<file path="config.mk">
export PLATFORM = sky130hd
export DESIGN_NAME = dvru_own_match
export DESIGN_NICKNAME = d
export VERILOG_FILES = /design/src/assert_macros.svh /design/src/dvru_pkg.sv /design/src/dvru_own_match.sv
export SDC_FILE = /design/constraint.sdc
export NUM_CORES = 1
export LEC_CHECK = 0
export BUFFER_PORTS_ARGS = -buffer_cell sky130_fd_sc_hd__buf_2
export CAP_MARGIN = 20
export CORE_MARGIN = 2
export CORE_UTILIZATION = 35
export DETAILED_ROUTE_END_ITERATION = 10
export PLACE_DENSITY = 0.84
export SLEW_MARGIN = 10
export SYNTH_ARGS = -nofsm -noshare
export SYNTH_HDL_FRONTEND = slang
export SYNTH_SLANG_ARGS = --single-unit
</file>
<file path="constraint.sdc">
create_clock -name vclk -period 0.97
set_input_delay 0 -clock vclk [all_inputs]
set_output_delay 0 -clock vclk [all_outputs]
set_load 0.05 [all_outputs]
</file>
<file path="src/assert_macros.svh">
// ----------------------------------------------------------------------------
// assert_macros.svh
// Assertion macros shared by the route update RTL. Every check is sampled on
// the rising clock edge and is switched off while reset is high.
// ----------------------------------------------------------------------------
`ifndef ASSERT_MACROS_SVH
`define ASSERT_MACROS_SVH

// A property that must hold at every clock edge outside reset.
`define DVRU_ASSERT(label, prop, msg) \
   label: assert property (@(posedge clock) disable iff (reset) (prop)) \
      else $error(msg);

// An implication: whenever the antecedent holds, the consequent holds too.
`define DVRU_ASSERT_IMPL(label, ante, cons, msg) \
   label: assert property (@(posedge clock) disable iff (reset) (ante) |-> (cons)) \
      else $error(msg);

`endif

</file>
<file path="src/dvru_pkg.sv">
// ----------------------------------------------------------------------------
// Distance-vector route update package
// Shared types and codes: register indexes, word kinds, result actions,
// sequencer states and the stored route entry.
// ----------------------------------------------------------------------------
`default_nettype none

package dvru_pkg;

   // Width of every network address handled by the block.
   localparam int ADDR_W = 32;

   // Configuration port.
   localparam int CSR_INDEX_W = 3;
   localparam int CSR_DATA_W  = 32;

   localparam logic [CSR_INDEX_W-1:0] CSR_OWN_ADDR_0      = 3'd0;
   localparam logic [CSR_INDEX_W-1:0] CSR_OWN_ADDR_ENABLE = 3'd4;

   // Request word kinds.
   localparam logic FUNC_ADVERTISE = 1'b0;
   localparam logic FUNC_INSTALL   = 1'b1;

   // Width of the advertised cost field and of the response fields.
   localparam int ADV_COST_W = 5;
   localparam int ACTION_W   = 3;
   localparam int RSP_INDEX_W = 6;
   localparam int RSP_COST_W = 5;

   // Outcome reported with every response word.
   typedef enum logic [ACTION_W-1:0] {
      ACT_IGNORED   = 3'd0,
      ACT_REPLACED  = 3'd1,
      ACT_KEPT      = 3'd2,
      ACT_ADDED     = 3'd3,
      ACT_DROPPED   = 3'd4,
      ACT_INSTALLED = 3'd5
   } action_type;

   // Sequencer states.
   typedef enum logic [1:0] {
      ST_IDLE,
      ST_SCAN,
      ST_HOP,
      ST_DONE
   } state_type;

   // Address part of one routing table entry.
   typedef struct packed {
      logic [ADDR_W-1:0] dest;
      logic [ADDR_W-1:0] next_hop;
      logic [ADDR_W-1:0] iface;
   } route_entry_type;

endpackage

`default_nettype wire

</file>
<file path="src/dvru_own_match.sv">
// ----------------------------------------------------------------------------
// Local address match
// Flags a destination that equals one of the enabled local interface
// addresses of this node.
// ----------------------------------------------------------------------------
`default_nettype none

module dvru_own_match
   import dvru_pkg::*;
#(
   parameter int NUM_ADDRS = 4
) (
   input  wire logic [ADDR_W-1:0]    own_addr [NUM_ADDRS],
   input  wire logic [NUM_ADDRS-1:0] own_enable,
   input  wire logic [ADDR_W-1:0]    addr,
   output logic                      hit
);

   logic [NUM_ADDRS-1:0] match;

   // One comparator per local address, qualified by its enable bit.
   always_comb begin
      for (int i = 0; i < NUM_ADDRS; i++) begin
         match[i] = own_enable[i] && (own_addr[i] == addr);
      end
   end

   assign hit = |match;

endmodule

`default_nettype wire

</file>
**Word-level counts from Yosys, hierarchy flattened**

Cells that the tools add are included.

- Bits in registers: 0
- Output and inout bits: 1
- Bits of input ports: 164
- Logic and storage cells: 9

- Reductions and logical operators: 5
- Eq/ne operators: 4

Operators by type and width:

| kind | count |
|---|---|
| 32-bit equality test | 4 |
| 1-bit logical AND | 4 |
| 4-bit OR reduction | 1 |

**Logic depth before layout (Yosys ltp)**

Gate-level depths: netlist of the first run.

- Depth in word-level cells: 3
- Depth in mapped cells: 5
- Gate-level depth less buffers: 5

**Worst setup path after synthesis of the first run**

Ideal clock, no wire load.

- Kind: input-to-output
- From: input port own_addr[94] (netlist name)
- To: output port hit
- Stages on the path: 5
- Data required time: 0.970 ns
- Data arrival time: 1.088 ns
- Path buffers: 0
- Slack: -0.118 ns
- Cells stage by stage: xor2_1 > nor4_1 > nand4_1 > nor3_1 > or4_1

- Word-level cells in the longest chain between the ends: 3

Ends and longest elaborated chain:

| what | line | source |
|---|---|---|
| from (decl) | dvru_own_match.sv:13 | `input wire logic [ADDR_W-1:0] own_addr [NUM_ADDRS],` |
| 32-bit equality test | dvru_own_match.sv:24 | `match[i] = own_enable[i] && (own_addr[i] == addr);` |
| 1-bit logical AND | dvru_own_match.sv:24 |  |
| 4-bit OR reduction | dvru_own_match.sv:28 | `assign hit = \|match;` |
| to (decl) | dvru_own_match.sv:16 | `output logic hit` |

Every way passes these cells.

**Worst setup path in the final report of the first run**

- From: input port addr[9]
- To: output port hit

- Word-level cells in the longest chain between the ends: 3
- Elaborated cells between the ends (all ways): 9
- Classes of those cells: eq/ne (4); reduce/logical (5)

Ends and longest elaborated chain:

| what | line | source |
|---|---|---|
| from (decl) | dvru_own_match.sv:15 | `input wire logic [ADDR_W-1:0] addr,` |
| 32-bit equality test | dvru_own_match.sv:24 |  |
| 1-bit logical AND | dvru_own_match.sv:24 |  |
| 4-bit OR reduction (*) | dvru_own_match.sv:28 |  |

Every way passes the cells marked *; elsewhere a longest branch is shown, timed or not.

==> results.ini, run 1 <==
[outcome]
status = finished, violations left
violations = setup timing

[layout]
seq_cell_count = 0
stdcell_count = 422
regArea_um2 = 0
utilization = 0.729
diodes = 0
nets = 538
clock_buffers = 0
area_growth_pct = 104
fillCellCount = 311
layout-drive-gt1-share = 0.626
fin_area_um2 = 2880

[timing]
timing.final.ws_setup_ns = -0.403
fin_tns_setup_ns = -0.403
fin_crit_sh = 1.42
setup_viol = 1
hold_slack_ns = 0.602
tightestPinTransition_ns = 0.421
finalHoldViolCount = 0
final_max_slew_viol_count = 0
slew_headroom = 0.717
fmax_mhz = 728
rsz0062_at_grt = yes
min_period_ns = 1.37

[power_and_ir_drop]
power_leakage_nw = 1.42
power_density_nw_per_um2 = 418
p_total_mw = 1.20
ir_drop_v = 0.000292

[critical_path]
cp.arrival_ns = 1.37
setup.worst_path.end = hit
path_class = in -> out
cpMaxStageDelayCell = or4_4
startpoint = addr[9]
slowest_delay_ns = 0.48
cp_max_fo = 4
start_kind = input pin
critPathCaptureType = output port
required_ns = 0.97
crit_path_cell_trace = buf_2, buf_4, xor2_1, nor4_1, nand3_1, nor3_2, or4_4, buf_8

[die]
initial_core_util = 0.357
rows = 23
die_area_um2 = 4550
coreArea_um2 = 3940
die_x_um = 67.4
ios = 165
die_h_um = 67.4

[clock_network]
cts_hold_buf = 0
postCtsSetupRepairBufs = 0

[drt]
postRouteAntennaNets = 0
via_per_inst = 4.71
drtPass1Iterations = 4
wl_um = 6490
drt_iter0_drc = 36
route.vias.total = 1988
wire_per_inst_um = 15.4
drc = 0

[grt]
grt_pass1_wl_um = 9010
antenna_found_initial = 0
grt_use_total = 0.265
grt_remaining_overflow = 0
grt_pass1_vias = 2033
grt_max_degree = 5

[synthesis]
synth.distinct_cells = 7
yosys_warnings = 0
ys_top_cells_by_area = xor2_1, nor4_1, nand3_1, nor3_1, xnor2_1
yosysSeqAreaShare = 0
synth.avg_cell_area_um2 = 7.96
yosysMostFrequentCell = xor2_1
synth_commonest_cells = xor2_1, nor4_1, nand3_1, nor3_1
netlist.area_leader.share = 0.771
synth_cells = 177
syn-cell-area_um2 = 1410
syn-num-nets = 341
yosysTopAreaCell = xor2_1

[flow_run]
maxCapViolations = 0

[place]
dp.cells = 422
hpwl_um = 5640
dpl_cell_area_um2 = 2550
gp_congestion = 0.883
dp_slack_ns = -0.633
portBuffers = 165

[hold_path]
min_path_type = in -> out

[cells in the final DEF, fill, tap and decap left out, types with 2 or more instances in the layout]
master   count
buf_2      152
xor2_1     105
buf_4       33
xor2_2      18
nor4_1      14
nor4_2      14
nand3_1      7
buf_6        6
nor3_1       5
nand4_1      4
xnor2_1      4
nor3_2       3
buf_12       2
[layer usage]
| metal | wire length (um) | track usage | vias up |
|---|---|---|---|
| li1 | - | - | 985 |
| met1 | 2280 | 0.286 | 894 |
| met2 | 3640 | 0.558 | 105 |
| met3 | 530 | 0.0383 | 4 |
| met4 | 33 | 0.0102 | 0 |
| met5 | 0 | 0 | - |
[where the power goes]
part	internal (mW)	switching [mW]	leakage, nW
sequential	0	0	0
clock	0	0	0
combinational	0.631	0.570	1.42
[area by class of cell]
| type | count | area, um^2 | area share |
|---|---|---|---|
| multi-input cells | 177 | 1670 | 0.582 |
| repair buffers | 195 | 1140 | 0.396 |
| well taps | 50 | 62.6 | 0.0218 |
[timing repair]
item,4_1_cts,5_1_grt
resized for setup,25,36
cloned,0,0
setup endpoints to repair,1,1
hold endpoints to repair,0,0
pin swaps,19,17
[logic make-up after synthesis]
logic type | count (synthesis) | share of synthesized area
xor+xnor | 128 | 0.796
simple gates | 49 | 0.204
[critical path: cells and delay by family]
family	cells	cell delay [ns]
XOR/XNOR	1	0.20
buffers and inverters	3	0.44
AND/OR/NAND/NOR	4	0.73
[how the worst min path moves through the flow]
stage	start	end	cells past startpoint	slack, ns
2_1_floorplan	own_enable[0]	hit	3	0.43
4_1_cts	own_enable[3]	hit	5	0.61
5_1_grt	own_enable[0]	hit	5	0.65
3_3_place_gp	own_enable[3]	hit	5	0.71
6_report	own_enable[3]	hit	5	0.60
3_5_place_dp	own_enable[3]	hit	5	0.72
No activity file was read; power rests on OpenSTA's default activity.
==> run 2: changes to the inputs <==
--- a/config.mk
+++ b/config.mk
@@ -10,7 +10,7 @@
 export CORE_MARGIN = 2
 export CORE_UTILIZATION = 35
 export DETAILED_ROUTE_END_ITERATION = 10
-export PLACE_DENSITY = 0.84
+export PLACE_DENSITY_LB_ADDON = 0.2
 export SLEW_MARGIN = 10
 export SYNTH_ARGS = -nofsm -noshare
 export SYNTH_HDL_FRONTEND = slang
==> run 2 against run 1 <==
Effect of this change: the flow still finishes with violations (setup timing); via count decreased by 3.4%; highest routed layer unchanged; largest power group unchanged; design area decreased by 6.7%; combinational power decreased by 8%; clock-buffer cell count unchanged; final cell count decreased by 2.8%.
==> results.ini, run 2 (synthesis gave the netlist of run 1 again) <==
[grt]
grt_use_met2 = 0.520  ; was 0.558
grt_pass1_vias = 1892  ; was 2033
grt_busiest_layer = met2  ; unchanged
grt_max_degree = 5  ; unchanged
grt_util_met1 = 0.304  ; was 0.286
grt_pass1_wl_um = 8800  ; was 9010 um
grt_use_total = 0.258  ; was 0.265
use_met3 = 0.0267  ; was 0.0383
antenna_found_initial = 0  ; unchanged
grt_remaining_overflow = 0  ; unchanged

[outcome]
violations = setup timing  ; unchanged
status = finished, violations left  ; unchanged

[place]
hpwl_um = 5390  ; was 5640 um
portBuffers = 165  ; unchanged
gp_congestion = 0.842  ; was 0.883
dpl_cell_area_um2 = 2450  ; was 2550 um^2

[layout]
diodes = 0  ; unchanged
fillCellCount = 367  ; was 311
regArea_um2 = 0  ; unchanged
area_growth_pct = 90.5  ; was 104%
seq_cell_count = 0  ; unchanged
clock_buffers = 0  ; unchanged
nets = 526  ; was 538
multi_input_area_um2 = 1570  ; was 1670 um^2
fin_area_um2 = 2680  ; was 2880 um^2
mostFrequentLayoutCells = buf_2, xor2_1, buf_4  ; unchanged
final_common_cell = buf_2  ; unchanged
layout-drive-gt1-share = 0.578  ; was 0.626

[drt]
drt_iter0_drc = 35  ; was 36
wl_um = 6230  ; was 6490 um
postRouteAntennaNets = 0  ; unchanged
via_per_inst = 4.69  ; was 4.71
route.vias.total = 1921  ; was 1988
wire_per_inst_um = 15.2  ; was 15.4 um
drtPass1Iterations = 4  ; unchanged
drc = 0  ; unchanged

[timing]
slew_headroom = 0.787  ; was 0.717
rsz0062_at_grt = yes  ; unchanged
finalHoldViolCount = 0  ; unchanged
final_max_slew_viol_count = 0  ; unchanged
fin_crit_sh = 1.38  ; was 1.42
tightestPinTransition_ns = 0.317  ; was 0.421 ns
timing.final.ws_setup_ns = -0.369  ; was -0.403 ns
fmax_mhz = 747  ; was 728 MHz
min_period_ns = 1.34  ; was 1.37 ns
setup_viol = 1  ; unchanged

[flow_run]
maxCapViolations = 0  ; unchanged

[critical_path]
cp.arrival_ns = 1.34  ; was 1.37 ns
cp_max_fo = 3  ; was 4
path_class = in -> out  ; unchanged
start_kind = input pin  ; unchanged
required_ns = 0.97  ; about the same
critPathCaptureType = output port  ; unchanged

[hold_path]
hp-start = own_enable[1]  ; was own_enable[3]
hold_path_depth = 5  ; unchanged
min_path_type = in -> out  ; unchanged
holdPathEnd = hit  ; unchanged

[die]
die_area_um2 = 4550  ; unchanged
initial_core_util = 0.357  ; unchanged
coreArea_um2 = 3940  ; unchanged
die_x_um = 67.4  ; unchanged
rows = 23  ; unchanged
ios = 165  ; unchanged
die_h_um = 67.4  ; unchanged

[power_and_ir_drop]
ir_drop_v = 0.000256  ; was 0.000292 V
p_total_mw = 1.10  ; was 1.20 mW
power_density_nw_per_um2 = 411  ; was 418 nW/um^2
power_leakage_nw = 1.35  ; was 1.42 nW

==> run 2: worst max path at each step <==
stage / from / end / slack [ns] / cells past startpoint
after floorplan: own_addr[94] / hit / 0.02 / 5
after global placement: addr[31] / hit / -0.55 / 8
after detailed placement: addr[31] / hit / -0.58 / 8
after CTS: own_addr[45] / hit / -0.35 / 8
after global routing: addr[12] / hit / -0.40 / 7
final: addr[2] / hit / -0.37 / 8
==> run 2: what timing repair did <==
| item | 4_1_cts | 5_1_grt |
|---|---|---|
| hold buffers | 0 | 0 |
| gates resized for setup | 38 | 10 |
| cloned | 0 | 0 |
| setup buffers | 0 | 0 |
| pin swaps | 27 | 4 |
| endpoints found under the setup margin | 1 | 1 |
==> run 2: layer usage <==
layer  vias to the layer above  routed length [um]  part of all wire
li1                        970                   -                 -
met1                       868                2380              0.38
met2                        81                3430              0.55
met3                         2                 407             0.065
met4                         0                   8            0.0013
met5                         -                   0                 0
==> run 2: final cells by class <==
type / count / area share
repair buffers: 183 / 0.390
well taps: 50 / 0.0233
multi-input cells: 177 / 0.586
==> run 2: metrics by stage <==
stage          utilization  setup WS (ns)  instances  TNS (ns)  hold WS [ns]
5_1_grt              0.681         -0.396        410    -0.396         0.621
6_report             0.681         -0.369        410    -0.369         0.600
3_3_place_gp         0.621         -0.554        410    -0.554         0.701
2_1_floorplan            -         0.0156        177         0         0.432
3_5_place_dp         0.621         -0.577        410    -0.577         0.720
4_1_cts              0.664         -0.350        410    -0.350         0.627
==> run 2: critical path, cell delays in order <==
cell and delay [ns]:
buf_6 0.11, buf_12 0.12, xor2_1 0.15, nor4_1 0.07, nand4_1 0.11, nor3_2 0.06, or4_4 0.55, buf_8 0.17
==> run 2: report_power, final <==
part | switching [mW] | internal (mW) | leakage (nW)
logic | 0.519 | 0.584 | 1.35
registers | 0 | 0 | 0
clock network | 0 | 0 | 0
==> run 3: changes to the inputs <==
--- a/config.mk
+++ b/config.mk
@@ -5,12 +5,14 @@
 export SDC_FILE = /design/constraint.sdc
 export NUM_CORES = 1
 export LEC_CHECK = 0
-export BUFFER_PORTS_ARGS = -buffer_cell sky130_fd_sc_hd__buf_2
 export CAP_MARGIN = 20
-export CORE_MARGIN = 2
-export CORE_UTILIZATION = 35
+export CORE_AREA = 2 2 65 67
 export DETAILED_ROUTE_END_ITERATION = 10
+export DIE_AREA = 0 0 67 69
+export DONT_BUFFER_PORTS = 1
+export GPL_ROUTABILITY_DRIVEN = 0
 export PLACE_DENSITY_LB_ADDON = 0.2
+export SETUP_SLACK_MARGIN = 0.5
 export SLEW_MARGIN = 10
 export SYNTH_ARGS = -nofsm -noshare
 export SYNTH_HDL_FRONTEND = slang
==> run 3 against run 2 <==
Effect of this change: the run still ends with setup timing left; global-route usage shrank 3.8 points; via count shrank 32%; critical path depth shrank 2; sequential share of layout area is the same; power shrank 54%; wire length shrank 11%; non-clock buffer count shrank 182; worst hold slack lost 0.12 ns; clock-buffer cell count is the same; fmax grew 18%; critical endpoint unchanged.
==> results.ini, run 3 (synthesis gave the netlist of run 1 again) <==
[clock_network]
cts_hold_buf = 0  ; unchanged
postCtsSetupRepairBufs = 0  ; unchanged

[layout]
mostFrequentLayoutCells = xor2_1, nor4_1, nor4_2  ; was buf_2, xor2_1, buf_4
clock_buffers = 0  ; unchanged
fillCellCount = 424  ; was 367
layout-drive-gt1-share = 0.101  ; was 0.578
seq_cell_count = 0  ; unchanged
nets = 344  ; was 526
diodes = 0  ; unchanged
final_common_cell = xor2_1  ; was buf_2
fin_area_um2 = 1590  ; was 2680 um^2
regArea_um2 = 0  ; unchanged
multi_input_area_um2 = 1520  ; was 1570 um^2
utilization = 0.405  ; was 0.681
area_growth_pct = 12.6  ; was 90.5%

[die]
rows = 23  ; unchanged
die_area_um2 = 4620  ; was 4550 um^2
die_x_um = 67  ; was 67.4 um
ios = 165  ; unchanged
coreArea_um2 = 3910  ; was 3940 um^2
die_h_um = 69  ; was 67.4 um
initial_core_util = 0.360  ; was 0.357

[drt]
drt_iter0_drc = 24  ; was 35
wire_per_inst_um = 24.3  ; was 15.2 um
route.vias.total = 1310  ; was 1921
drtPass1Iterations = 4  ; unchanged
wl_um = 5540  ; was 6230 um
drc = 0  ; unchanged
postRouteAntennaNets = 0  ; unchanged
via_per_inst = 5.75  ; was 4.69

[grt]
grt_pass1_wl_um = 7680  ; was 8800 um
grt_use_total = 0.221  ; was 0.258
antenna_found_initial = 0  ; unchanged
grt_pass1_vias = 1560  ; was 1892
grt_max_degree = 5  ; unchanged
grt_remaining_overflow = 0  ; unchanged

[timing]
fin_tns_setup_ns = -0.162  ; was -0.369 ns
fmax_mhz = 884  ; was 747 MHz
fin_crit_sh = 1.17  ; was 1.38
timing.final.ws_setup_ns = -0.162  ; was -0.369 ns
finalHoldViolCount = 0  ; unchanged
final_max_slew_viol_count = 0  ; unchanged
hold_slack_ns = 0.483  ; was 0.600 ns
setup_viol = 1  ; unchanged
rsz0062_at_grt = yes  ; unchanged
tightestPinTransition_ns = 0.309  ; was 0.317 ns
slew_headroom = 0.792  ; was 0.787
min_period_ns = 1.13  ; was 1.34 ns

[critical_path]
cpMaxStageDelayCell = or4_4  ; unchanged
start_kind = input pin  ; unchanged
slowest_delay_ns = 0.65  ; was 0.55 ns
cp_max_fo = 1  ; was 3
cp.arrival_ns = 1.13  ; was 1.34 ns
path_buf_inv = 1  ; was 3
crit_path_cell_trace = xor2_2, nor4_1, buf_4, nand3_1, nor3_2, or4_4  ; was buf_6, buf_12, xor2_1, nor4_1, nand4_1, nor3_2, or4_4, buf_8
cp_top_family = simple AND/OR/NAND/NOR gates  ; unchanged
critPathCaptureType = output port  ; unchanged
path_class = in -> out  ; unchanged
required_ns = 0.97  ; about the same

[outcome]
violations = setup timing  ; unchanged
status = finished, violations left  ; unchanged

[place]
dpl_cell_area_um2 = 1480  ; was 2450 um^2
portBuffers = 0  ; was 165
hpwl_um = 4860  ; was 5390 um

[power_and_ir_drop]
p_total_uw = 509  ; was 1.10 mW
power_leakage_nw = 0.580  ; was 1.35 nW
power_density_nw_per_um2 = 321  ; was 411 nW/um^2
ir_drop_v = 0.000127  ; was 0.000256 V

[flow_run]
maxCapViolations = 0  ; unchanged

[hold_path]
min_path_type = in -> out  ; unchanged

-- run 3: cell types whose count changed in the layout (fill, tap and decap cells not counted), sizes merged --
cell and change:
buf -182
-- run 3: timing repair --
item,4_1_cts,5_1_grt
pin swaps,11,4
endpoints found under the hold margin,0,0
setup endpoints to repair,1,1
resized for setup,11,5
-- run 3: area by class of cell --
class / count / share of cell area
Timing Repair Buffer: 1 / 0.00473
Tap cell: 50 / 0.0394
Multi-Input combinational cell: 177 / 0.956
-- run 3: per-stage QoR --
step | worst slack [ns] | instances
global placement | -0.192 | 228
detailed placement | -0.202 | 228
floorplan | 0.0244 | 177
CTS | -0.120 | 228
finish | -0.162 | 228
global route | -0.211 | 228
-- run 3: path summary, 6_finish.rpt --
| path | startpoint | to | slack [ns] | depth (start not counted) |
|---|---|---|---|---|
| min | own_enable[3] | hit | 0.48 | 3 |
| max | own_addr[101] | hit | -0.16 | 6 |
-- run 3: per-layer routing --
layer,GRT usage,up-vias,share of wire
li1,-,611,-
met1,0.245,599,0.35
met2,0.431,96,0.55
met3,0.0457,4,0.091
met4,0.0159,0,0.0092
met5,0,-,0
-- run 3: power breakdown --
group | internal [mW] | switching (mW) | total (mW)
registers | 0 | 0 | 0
logic | 0.278 | 0.230 | 0.509
clock network | 0 | 0 | 0
total | 0.278 | 0.230 | 0.509
